$ cat config.mk
export PLATFORM = sky130hd
export DESIGN_NAME = gcns_ctrl
export DESIGN_NICKNAME = d
export VERILOG_FILES = /design/src/design/gcns_pkg.sv /design/src/design/gcns_ctrl.sv
export SDC_FILE = /design/constraint.sdc
export NUM_CORES = 1
export LEC_CHECK = 0
export BUFFER_PORTS_ARGS = -buffer_cell sky130_fd_sc_hd__buf_2
export CAP_MARGIN = 20
export CELL_PAD_IN_SITES_DETAIL_PLACEMENT = 0
export CELL_PAD_IN_SITES_GLOBAL_PLACEMENT = 2
export CORE_MARGIN = 4
export CORE_UTILIZATION = 26
export CTS_CLUSTER_DIAMETER = 40
export DETAILED_ROUTE_END_ITERATION = 12
export GPL_TIMING_DRIVEN = 0
export PLACE_DENSITY = 0.89
export RECOVER_POWER = 100
export SYNTH_ARGS = -nofsm -noshare
export SYNTH_HDL_FRONTEND = slang
export SYNTH_SLANG_ARGS = --single-unit
$ cat constraint.sdc
create_clock -name clk -period 2.2 [get_ports clk]
set_input_delay 0.44 -clock clk [delete_from_list [all_inputs] [get_ports clk]]
set_output_delay 0.44 -clock clk [all_outputs]
set_load 0.01 [all_outputs]
$ cat src/design/gcns_pkg.sv
package gcns_pkg;

    // Default sizes handed to the top level
    localparam int DEF_MAX_PARTICLES  = 1024;
    localparam int DEF_GRID_WIDTH     = 64;
    localparam int DEF_GRID_HEIGHT    = 64;
    localparam int DEF_CELL_SHIFT     = 9;
    localparam int DEF_MAX_NEIGHBOURS = 32;

    // Hard cap on results per query (slot_number is 5 bits)
    localparam int RESULT_CAP = 32;

    // Configuration register indexes
    localparam logic CFG_MAX_DIST_SQ = 1'b0;
    localparam logic CFG_MIN_DIST_SQ = 1'b1;

    // Operation codes
    localparam logic OP_LOAD  = 1'b0;
    localparam logic OP_QUERY = 1'b1;

    typedef struct packed {
        logic               op;
        logic               start_req;
        logic [9:0]         particle_index;
        logic signed [15:0] pos_x;
        logic signed [15:0] pos_y;
    } req_item_t;

    typedef struct packed {
        logic        valid_res;
        logic [9:0]  neighbour_index;
        logic [15:0] distance;
        logic [4:0]  slot_number;
        logic        last;
    } rsp_item_t;

    // Controller to datapath commands
    typedef struct packed {
        logic cap_in;
        logic clr_start;
        logic clr_step;
        logic load_rd;
        logic load_wr;
        logic q_rd;
        logic q_lat;
        logic cell_rd;
        logic cell_lat;
        logic cell_adv;
        logic walk_rd;
        logic walk_lat;
        logic mul;
        logic sum;
        logic sqrt_init;
        logic sqrt_step;
        logic push;
        logic finish;
    } cmd_t;

    // Datapath to controller status
    typedef struct packed {
        logic op_query;
        logic start_req;
        logic p_oob;
        logic clr_done;
        logic walk_end;
        logic cap_hit;
        logic cell_last;
        logic in_range;
        logic sqrt_done;
        logic held_valid;
        logic out_free;
    } stat_t;

endpackage

$ cat src/design/gcns_ctrl.sv
module gcns_ctrl (
    input  logic                  clk,
    input  logic                  rst_n,
    input  logic                  req_valid,
    output logic                  req_stall,
    input  gcns_pkg::stat_t       stat,
    output gcns_pkg::cmd_t        cmd
);

    typedef enum logic [4:0] {
        S_CLEAR, S_IDLE, S_DECODE, S_LOAD_RD, S_LOAD_WR, S_Q_RD, S_Q_LAT, S_CELL_RD,
        S_CELL_LAT, S_WALK_CHK, S_WALK_RD, S_WALK_LAT, S_MUL, S_SUM, S_CHK,
        S_SQRT, S_PUSH, S_FINISH
    } state_t;

    state_t state_reg, state_next;
    logic   pend_reg, pend_next;

    assign req_stall = (state_reg != S_IDLE);

    // Next state and commands
    always_comb
    begin
        state_next = state_reg;
        pend_next  = pend_reg;
        cmd        = '0;
        case (state_reg)
            S_CLEAR:
            begin
                cmd.clr_step = 1'b1;
                if (stat.clr_done)
                begin
                    pend_next  = 1'b0;
                    state_next = pend_reg ? S_LOAD_RD : S_IDLE;
                end
            end
            S_IDLE:
            begin
                if (req_valid)
                begin
                    cmd.cap_in = 1'b1;
                    state_next = S_DECODE;
                end
            end
            // Captured item is visible from here on
            S_DECODE:
            begin
                if (stat.op_query)
                begin
                    state_next = S_Q_RD;
                end
                else if (stat.start_req)
                begin
                    cmd.clr_start = 1'b1;
                    pend_next     = 1'b1;
                    state_next    = S_CLEAR;
                end
                else
                begin
                    state_next = S_LOAD_RD;
                end
            end
            S_LOAD_RD:
            begin
                if (stat.p_oob)
                begin
                    state_next = S_IDLE;
                end
                else
                begin
                    cmd.load_rd = 1'b1;
                    state_next  = S_LOAD_WR;
                end
            end
            S_LOAD_WR:
            begin
                cmd.load_wr = 1'b1;
                state_next  = S_IDLE;
            end
            S_Q_RD:
            begin
                if (stat.p_oob)
                begin
                    state_next = S_FINISH;
                end
                else
                begin
                    cmd.q_rd   = 1'b1;
                    state_next = S_Q_LAT;
                end
            end
            S_Q_LAT:
            begin
                cmd.q_lat  = 1'b1;
                state_next = S_CELL_RD;
            end
            S_CELL_RD:
            begin
                cmd.cell_rd = 1'b1;
                state_next  = S_CELL_LAT;
            end
            S_CELL_LAT:
            begin
                cmd.cell_lat = 1'b1;
                state_next   = S_WALK_CHK;
            end
            S_WALK_CHK:
            begin
                if (stat.cap_hit)
                begin
                    state_next = S_FINISH;
                end
                else if (stat.walk_end)
                begin
                    if (stat.cell_last)
                    begin
                        state_next = S_FINISH;
                    end
                    else
                    begin
                        cmd.cell_adv = 1'b1;
                        state_next   = S_CELL_RD;
                    end
                end
                else
                begin
                    state_next = S_WALK_RD;
                end
            end
            S_WALK_RD:
            begin
                cmd.walk_rd = 1'b1;
                state_next  = S_WALK_LAT;
            end
            S_WALK_LAT:
            begin
                cmd.walk_lat = 1'b1;
                state_next   = S_MUL;
            end
            S_MUL:
            begin
                cmd.mul    = 1'b1;
                state_next = S_SUM;
            end
            S_SUM:
            begin
                cmd.sum    = 1'b1;
                state_next = S_CHK;
            end
            S_CHK:
            begin
                if (stat.in_range)
                begin
                    cmd.sqrt_init = 1'b1;
                    state_next    = S_SQRT;
                end
                else
                begin
                    state_next = S_WALK_CHK;
                end
            end
            S_SQRT:
            begin
                if (stat.sqrt_done)
                begin
                    state_next = S_PUSH;
                end
                else
                begin
                    cmd.sqrt_step = 1'b1;
                end
            end
            S_PUSH:
            begin
                if (!stat.held_valid || stat.out_free)
                begin
                    cmd.push   = 1'b1;
                    state_next = S_WALK_CHK;
                end
            end
            S_FINISH:
            begin
                if (stat.out_free)
                begin
                    cmd.finish = 1'b1;
                    state_next = S_IDLE;
                end
            end
            default:
            begin
                state_next = S_IDLE;
            end
        endcase
    end

    always_ff @(posedge clk or negedge rst_n)
    begin
        if (!rst_n)
        begin
            state_reg <= S_CLEAR;
            pend_reg  <= 1'b0;
        end
        else
        begin
            state_reg <= state_next;
            pend_reg  <= pend_next;
        end
    end

endmodule

## After elaboration in Yosys (flattened, before gate mapping)

Cells that the tools add are included.

- Output and inout bits: 19
- Register bits after elaboration: 6
- Word-level logic and storage cells: 81
- Input port bits: 14

- Eq/ne operators: 25
- Reductions and logical operators: 6
- Mux-type cells: 48

Operators by type and width:

| operator | count |
|---|---|
| $pmux 5 s17 | 1 |
| $mux 5 | 9 |
| $eq 5x4->1 const B | 8 |
| $mux 1 | 32 |
| $eq 5x3->1 const B | 4 |
| $ne 2x2->1 const B | 7 |
| $eq 5x2->1 const B | 2 |
| $eq 5x5->1 const B | 2 |
| $mux 3 | 3 |
| $eq 5x1->1 const B | 1 |
| $logic_not 5->1 | 1 |
| $ne 5x1->1 const B | 1 |
| $reduce_and 5->1 | 1 |
| $mux 2 | 2 |
| $reduce_and 4->1 | 1 |
| $pmux 1 s2 | 1 |
| $reduce_bool 2->1 | 1 |
| $logic_not 1->1 | 1 |
| $logic_or 1x1->1 | 1 |

## Depth between registers and ports, before layout

Gate-level depths: netlist (run 1).

- Word-level depth: 4
- Gate-level depth with buffers: 6
- Gate-level depth less buffers: 4

## Worst setup path after synthesis (run 1)

No wires, ideal clock.

- Path type: register -> output
- Start point: register state_reg[0]
- End point: output port cmd[1] (netlist bit)
- Path buffers: 2
- Arrival time: 1.350 ns
- Cell stages (with the launch flop): 6
- Required time: 1.760 ns
- Slack: 0.410 ns
- Path through: dfrtp_1 > buf_2 > buf_2 > nor4_1 > nand2_1 > a21oi_1

RTL lines:

| what | RTL line | text |
|---|---|---|
| start: declaration | gcns_ctrl.sv:16 | `state_t state_reg, state_next;` |
| start signal: assignment | gcns_ctrl.sv:205 | `state_reg <= state_next;` |
| end: declaration | gcns_ctrl.sv:7 | `output gcns_pkg::cmd_t cmd` |

==> results.ini, run 1 <==
[run_status]
status=finished clean

[place]
port-buffer-count=32
post-dp-hpwl_mm=2.138
finalWeightedCongestion=0.8578
numPlacedInstances=181

[global_routing]
first_pass_grt_wire_length_mm=4.554
antenna_violations_before_repair=0
gr-total-overflow=0
track_usage_pct=13.50
via_count_of_the_first_global_routing_pass=954
grt_start_max_net_pins=11

[layout]
drive_gt1_share_pct=31.01
multi_input_comb_area_sq_um=585.6
layout-area-overhead-vs-synth_pct=34.01
layout_common_cells=buf_2, nor2_1, nor3_1
antenna_fix_cells=0
max_ffs_per_register=5
seqCellArea_sq_um=150.1
fin_nets=174
final-instance-count-excl-fill=189
layout.filler_cells=316
mostFrequentLayoutCell=buf_2

[yosys]
yosysSeqAreaShare_pct=18.63
synth_largest_area_cell=dfrtp_1
yosys_warnings=0
synthesis.area_per_instance_sq_um=6.829
yosysUniqueCellTypes=42
synth-async-reset-ratio_pct=100.0
ys_dominant_reg_cell=dfrtp_1
number_of_synthesized_flops_with_an_enable_pin=0
yosys_register_bits=6
synth.net_count=132
synthDominantCellAreaShare_pct=18.63
synth_area_sq_um=805.8
synth_cells=118
post_synth_main_area_contributors=dfrtp_1, nor3_1, nor2_1

[timing]
maxSlewHeadroom_pct=74.82
final.min_clock_period_ns=2.101
slew_viol_final=0
final_critical_path_share_of_the_clock_period_pct=95.51
fmaxAchievable_mhz=475.9
worst-slew-pin-transition_ns=0.3682
report.final.setup_viol=0
hold_violations=0
final.setup_skew_ns=0.0008196

[worst_setup_path]
required_time_of_the_critical_path_ns=1.76
worstPathMaxFanout=10
crit_arrival_ns=1.66
endpoint_kind=primary output
timing_worst_setup_path_type=flop to primary output
critical_path.startpoint_type=flop

[clocking]
clockRootBuffer=clkbuf_4
clk-insertion-delay-late_ns=0.24
clk_path_buf_depth=2
htree_levels=1
clk_transition_reported_paths_ns=0.04
clock_sink_count=6
cts_buffers=3
tritoncts_clock_tree=built

[floorplan]
top_level_ports=33
initial_core_util_pct=28.25
number_of_standard_cell_rows_in_the_floorplan=19
design.die.area_sq_um=4054
die-width_microns=63.67
core-area_sq_um=2853
dieHeight_microns=63.67

[power]
leakagePower_nw=0.4678
powerDensity_nw_per_um2=1167
post-layout-total-power_mw=1.260
power.ir.vdd_worst_uv=277.9

[routing]
number_of_vias_in_the_routed_layout=1048
routedWlPerCell_microns=14.62
detailedRoute.firstIterationViolations=82
drc=0
viasPerCell=5.545
first_pass_iters=6
final_antenna_net_count=0
totalWireLength_mm=2.764

[flow_run]
maxCapViolCount=0

[hold_path]
worstHoldPathType=input port to asynchronous set/reset pin

power by group:
part           leakage, nW  internal, mW  switching [mW]
clock               0.0138        0.0616          0.0382
combinational        0.375         0.429           0.547
sequential          0.0785         0.153          0.0313
total                0.468         0.644           0.616
final timing paths:
path / start / end / slack, ns / cells past startpoint
max in group asynchronous: rst_n / state_reg[2]$_DFFE_PN0P_ / 1.91 / 1
worst min register to register: pend_reg$_DFFE_PN0P_ / pend_reg$_DFFE_PN0P_ / 0.58 / 1
worst min-delay path: rst_n / state_reg[0]$_DFFE_PN0P_ / 0.06 / 1
worst max-delay path: state_reg[1]$_DFFE_PN0P_ / cmd[1] / 0.1 / 6
min in group clk: stat[7] / pend_reg$_DFFE_PN0P_ / 0.40 / 2
worst max register to register: state_reg[1]$_DFFE_PN0P_ / state_reg[0]$_DFFE_PN0P_ / 0.54 / 5
worst max-delay path, stage by stage (launching register included):
cell	delay, ns
dfrtp_1	0.40
buf_4	0.18
buf_4	0.18
nor4_4	0.27
nand2_1	0.14
a21oi_2	0.11
buf_2	0.13
metal layers:
metal  routed length, microns  GRT usage [%]  vias up
met5                        0              0        -
met2                     1344          21.64       43
met1                     1223          18.23      489
met4                        0          2.695        0
li1                         -              -      516
met3                      196          3.375        0
stage by stage:
| stage | instance area [sq um] | hold slack (ns) | util, % | worst slack, ns | TNS [ns] |
|---|---|---|---|---|---|
| floorplan | 805.8 | 0.1444 | - | 0.4100 | 0 |
| global placement | 1005 | 0.2615 | 35.22 | 0.1727 | 0 |
| global route | 1080 | 0.08296 | 37.85 | -0.02021 | -0.02021 |
| detailed placement | 1005 | 0.2687 | 35.22 | 0.1610 | 0 |
| CTS | 1042 | 0.007537 | 36.54 | 0.005512 | 0 |
| finish | 1080 | 0.05849 | 37.85 | 0.09869 | 0 |
synthesized netlist by cell type, types with 2 or more instances:
cell,count
dfrtp_1,6
nand2_1,10
buf_4,4
nand4bb_1,2
a31oi_1,5
nor2b_1,3
nor2_1,15
nand3b_1,3
and3_1,2
nor4_1,3
nor3_1,13
a21oi_1,7
inv_1,5
nand2b_1,4
a2bb2oi_1,2
o21ai_0,4
buf_2,5
layout make-up:
class | instances | share of cell area (%)
inverters | 5 | 1.738
clock buffers | 3 | 2.086
plain buffers | 11 | 6.952
multi-input cells | 96 | 54.23
well taps | 31 | 3.592
repair buffers | 37 | 17.50
flip-flops and latches | 6 | 13.90
repair_timing:
item,4_1_cts,5_1_grt
resized for setup,2,4
hold buffers,0,0
buffers inserted,0,5
endpoints found under the setup margin,1,1
hold endpoints to repair,0,0
pin swaps,0,2
cells by family after synthesis:
kind of cell / Yosys count / share of synthesized area, %
flops: 6 / 18.63
buf+inv: 16 / 11.02
compound gates: 30 / 24.69
simple gates: 66 / 45.65
Power figures use the tool's default switching activity.
==> run 2: changes to the inputs <==
- ABC_AREA: default -> 1
- CORE_UTILIZATION: 26 -> 23
- PLACE_DENSITY: 0.89 -> 0.9
==> results.ini, run 2 <==
[global_routing]
grt_start_max_net_pins=11  ; unchanged
antenna_violations_before_repair=0  ; unchanged
track_usage_pct=11.65  ; was 13.50%
first_pass_grt_wire_length_mm=3.974  ; was 4.554 mm
via_count_of_the_first_global_routing_pass=966  ; was 954
gr-total-overflow=0  ; unchanged

[clocking]
htree_levels=1  ; unchanged
clk_transition_reported_paths_ns=0.05  ; was 0.04 ns
tritoncts_clock_tree=built  ; unchanged
cts_hold_repair.buffers=0  ; unchanged
clk-insertion-delay-late_ns=0.25  ; was 0.24 ns
clk_path_buf_depth=2  ; unchanged
clockRootBuffer=clkbuf_4  ; unchanged
cts_buffers=3  ; unchanged
clock_sink_count=6  ; unchanged
cts.repair_timing.setup_buffer_count=0  ; unchanged
cts_resized=0  ; was 2

[worst_setup_path]
timing_worst_setup_path_type=flop to primary output  ; unchanged
worstPathMaxFanout=7  ; was 10
critical_path.startpoint_type=flop  ; unchanged
timing.critical_path.from=state_reg[0]$_DFFE_PN0P_  ; was state_reg[1]$_DFFE_PN0P_
required_time_of_the_critical_path_ns=1.76  ; about the same
crit_arrival_ns=1.58  ; was 1.66 ns
crit-reg2reg-launch=state_reg[3]$_DFFE_PN0P_  ; was state_reg[1]$_DFFE_PN0P_
endpoint_kind=primary output  ; unchanged

[yosys]
yosys_register_bits=6  ; unchanged
synth.most_common_cell=nand2_1  ; was nor2_1
post_synth_main_area_contributors=nand2_1, dfrtp_1, inv_1  ; was dfrtp_1, nor3_1, nor2_1
synth.cells.most_frequent=nand2_1, inv_1, nor2_1, nand3_1, nor2_2  ; was nor2_1, nor3_1, nand2_1, a21oi_1, dfrtp_1
synthDominantCellAreaShare_pct=23.90  ; was 18.63%
ys_dominant_reg_cell=dfrtp_1  ; unchanged
synth_largest_area_cell=nand2_1  ; was dfrtp_1
synth_area_sq_um=769.5  ; was 805.8 sq um
synth_cells=150  ; was 118
yosys_warnings=0  ; unchanged
synth.net_count=164  ; was 132
synth-async-reset-ratio_pct=100.0  ; unchanged
yosysUniqueCellTypes=17  ; was 42
synthesis.area_per_instance_sq_um=5.130  ; was 6.829 sq um
yosysSeqAreaShare_pct=19.51  ; was 18.63%
number_of_synthesized_flops_with_an_enable_pin=0  ; unchanged

[layout]
max_ffs_per_register=5  ; unchanged
fin_nets=201  ; was 174
layout_common_cells=nand2_1, inv_1, nor2_1  ; was buf_2, nor2_1, nor3_1
drive_gt1_share_pct=14.59  ; was 31.01%
layout.filler_cells=383  ; was 316
postLayoutCoreUtil_pct=31.20  ; was 37.85%
antenna_fix_cells=0  ; unchanged
layout-area-overhead-vs-synth_pct=26.83  ; was 34.01%
mostFrequentLayoutCell=nand2_1  ; was buf_2

[run_status]
status=finished clean  ; unchanged

[timing]
grt_setup_unrepaired=false
maxSlewHeadroom_pct=76.09  ; was 74.82%
worst-slew-pin-transition_ns=0.3573  ; was 0.3682 ns
report.final.setup_viol=0  ; unchanged
final.min_clock_period_ns=2.020  ; was 2.101 ns
slew_viol_final=0  ; unchanged
hold_violations=0  ; unchanged
fmaxAchievable_mhz=494.9  ; was 475.9 MHz
final.setup.tns_ns=0  ; unchanged
final_critical_path_share_of_the_clock_period_pct=91.84  ; was 95.51%
final.setup_skew_ns=0.004309  ; was 0.0008196 ns
finalWorstSetupSlack_ns=0.1795  ; was 0.09869 ns

[power]
power.ir.vdd_worst_uv=451.8  ; was 277.9 uV
leakagePower_nw=0.6412  ; was 0.4678 nW
powerDensity_nw_per_um2=1114  ; was 1167 nW/um^2

[floorplan]
die-width_microns=65.84  ; was 63.67 microns
top_level_ports=33  ; unchanged
dieHeight_microns=65.84  ; was 63.67 microns
core-area_sq_um=3128  ; was 2853 sq um
number_of_standard_cell_rows_in_the_floorplan=20  ; was 19
initial_core_util_pct=24.60  ; was 28.25%
design.die.area_sq_um=4335  ; was 4054 sq um

[routing]
final_antenna_net_count=0  ; unchanged
routedWlPerCell_microns=10.54  ; was 14.62 microns
number_of_vias_in_the_routed_layout=1004  ; was 1048
totalWireLength_mm=2.414  ; was 2.764 mm
viasPerCell=4.384  ; was 5.545
drc=0  ; unchanged
first_pass_iters=4  ; was 6
detailedRoute.firstIterationViolations=38  ; was 82

[place]
port-buffer-count=32  ; unchanged
finalWeightedCongestion=0.8919  ; was 0.8578
post-dp-hpwl_mm=2.104  ; was 2.138 mm
dp_worst_setup_slack_ns=0.5086  ; was 0.1610 ns

[hold_path]
worstHoldPathType=input port to asynchronous set/reset pin  ; unchanged

[flow_run]
maxCapViolCount=0  ; unchanged

-- run 2: cell types whose count changed after synthesis, sizes merged, moves of 5 or more --
cell / before / now
a31oi: 5 / 0
buf: 10 / 1
inv: 5 / 31
nand2: 10 / 50
nand3: 1 / 12
nor2: 15 / 32
nor3: 13 / 3
-- run 2: routing by layer --
metal,GRT usage (%),wire (microns)
met4,2.850,0
met5,0,0
met1,14.11,1050
met3,3.231,160
met2,20.15,1202
-- run 2: cell families after synthesis --
kind of cell / Yosys count / synth area share (%)
DFF: 6 / 19.51
AOI/OAI and AO/OA: 9 / 6.179
buffers and inverters: 32 / 16.10
and+or+nand+nor: 103 / 58.21
-- run 2: metrics by stage --
stage | area [sq um] | hold slack, ns | power (mW) | cells
final | 975.9 | 0.05809 | 1.087 | 229
after CTS | 1007 | 0.003108 | 1.130 | 229
after global placement | 984.7 | 0.2660 | 1.013 | 226
after global routing | 975.9 | 0.07590 | 1.222 | 229
after floorplan | 769.5 | 0.1444 | 0.7905 | 150
after detailed placement | 984.7 | 0.2726 | 1.019 | 226
-- run 2: power breakdown --
group	internal, mW	switching, mW	total [mW]	leakage (nW)
Combinational	0.247	0.531	0.777	0.548
Clock	0.0618	0.0414	0.103	0.0138
Sequential	0.157	0.0501	0.207	0.0791
-- run 2: worst paths after layout --
check	endpoint	slack, ns	cells after the start
max in group asynchronous	state_reg[2]$_DFFE_PN0P_	1.89	1
worst min-delay path	state_reg[4]$_DFFE_PN0P_	0.06	1
worst max register to register	state_reg[0]$_DFFE_PN0P_	0.52	8
min in group clk	pend_reg$_DFFE_PN0P_	0.48	2
worst min register to register	pend_reg$_DFFE_PN0P_	0.48	2
worst max-delay path	cmd[17]	0.18	7
-- run 2: layout make-up --
class	count	area (sq um)	share of cell area, %
clock buffers	3	22.52	2.308
plain buffers	1	7.507	0.7692
repair buffers	32	142.6	14.62
multi-input cells	112	481.7	49.36
flip-flops and latches	6	150.1	15.38
inverters	31	116.4	11.92
well taps	44	55.05	5.641
-- run 2: worst max-delay path: stages (launching register included) --
cell      delay (ns)
dfrtp_1         0.44
inv_1           0.10
nor2_1          0.14
nand2_1         0.11
nor2_1          0.20
inv_1           0.09
nor2_1          0.09
clkbuf_1        0.16
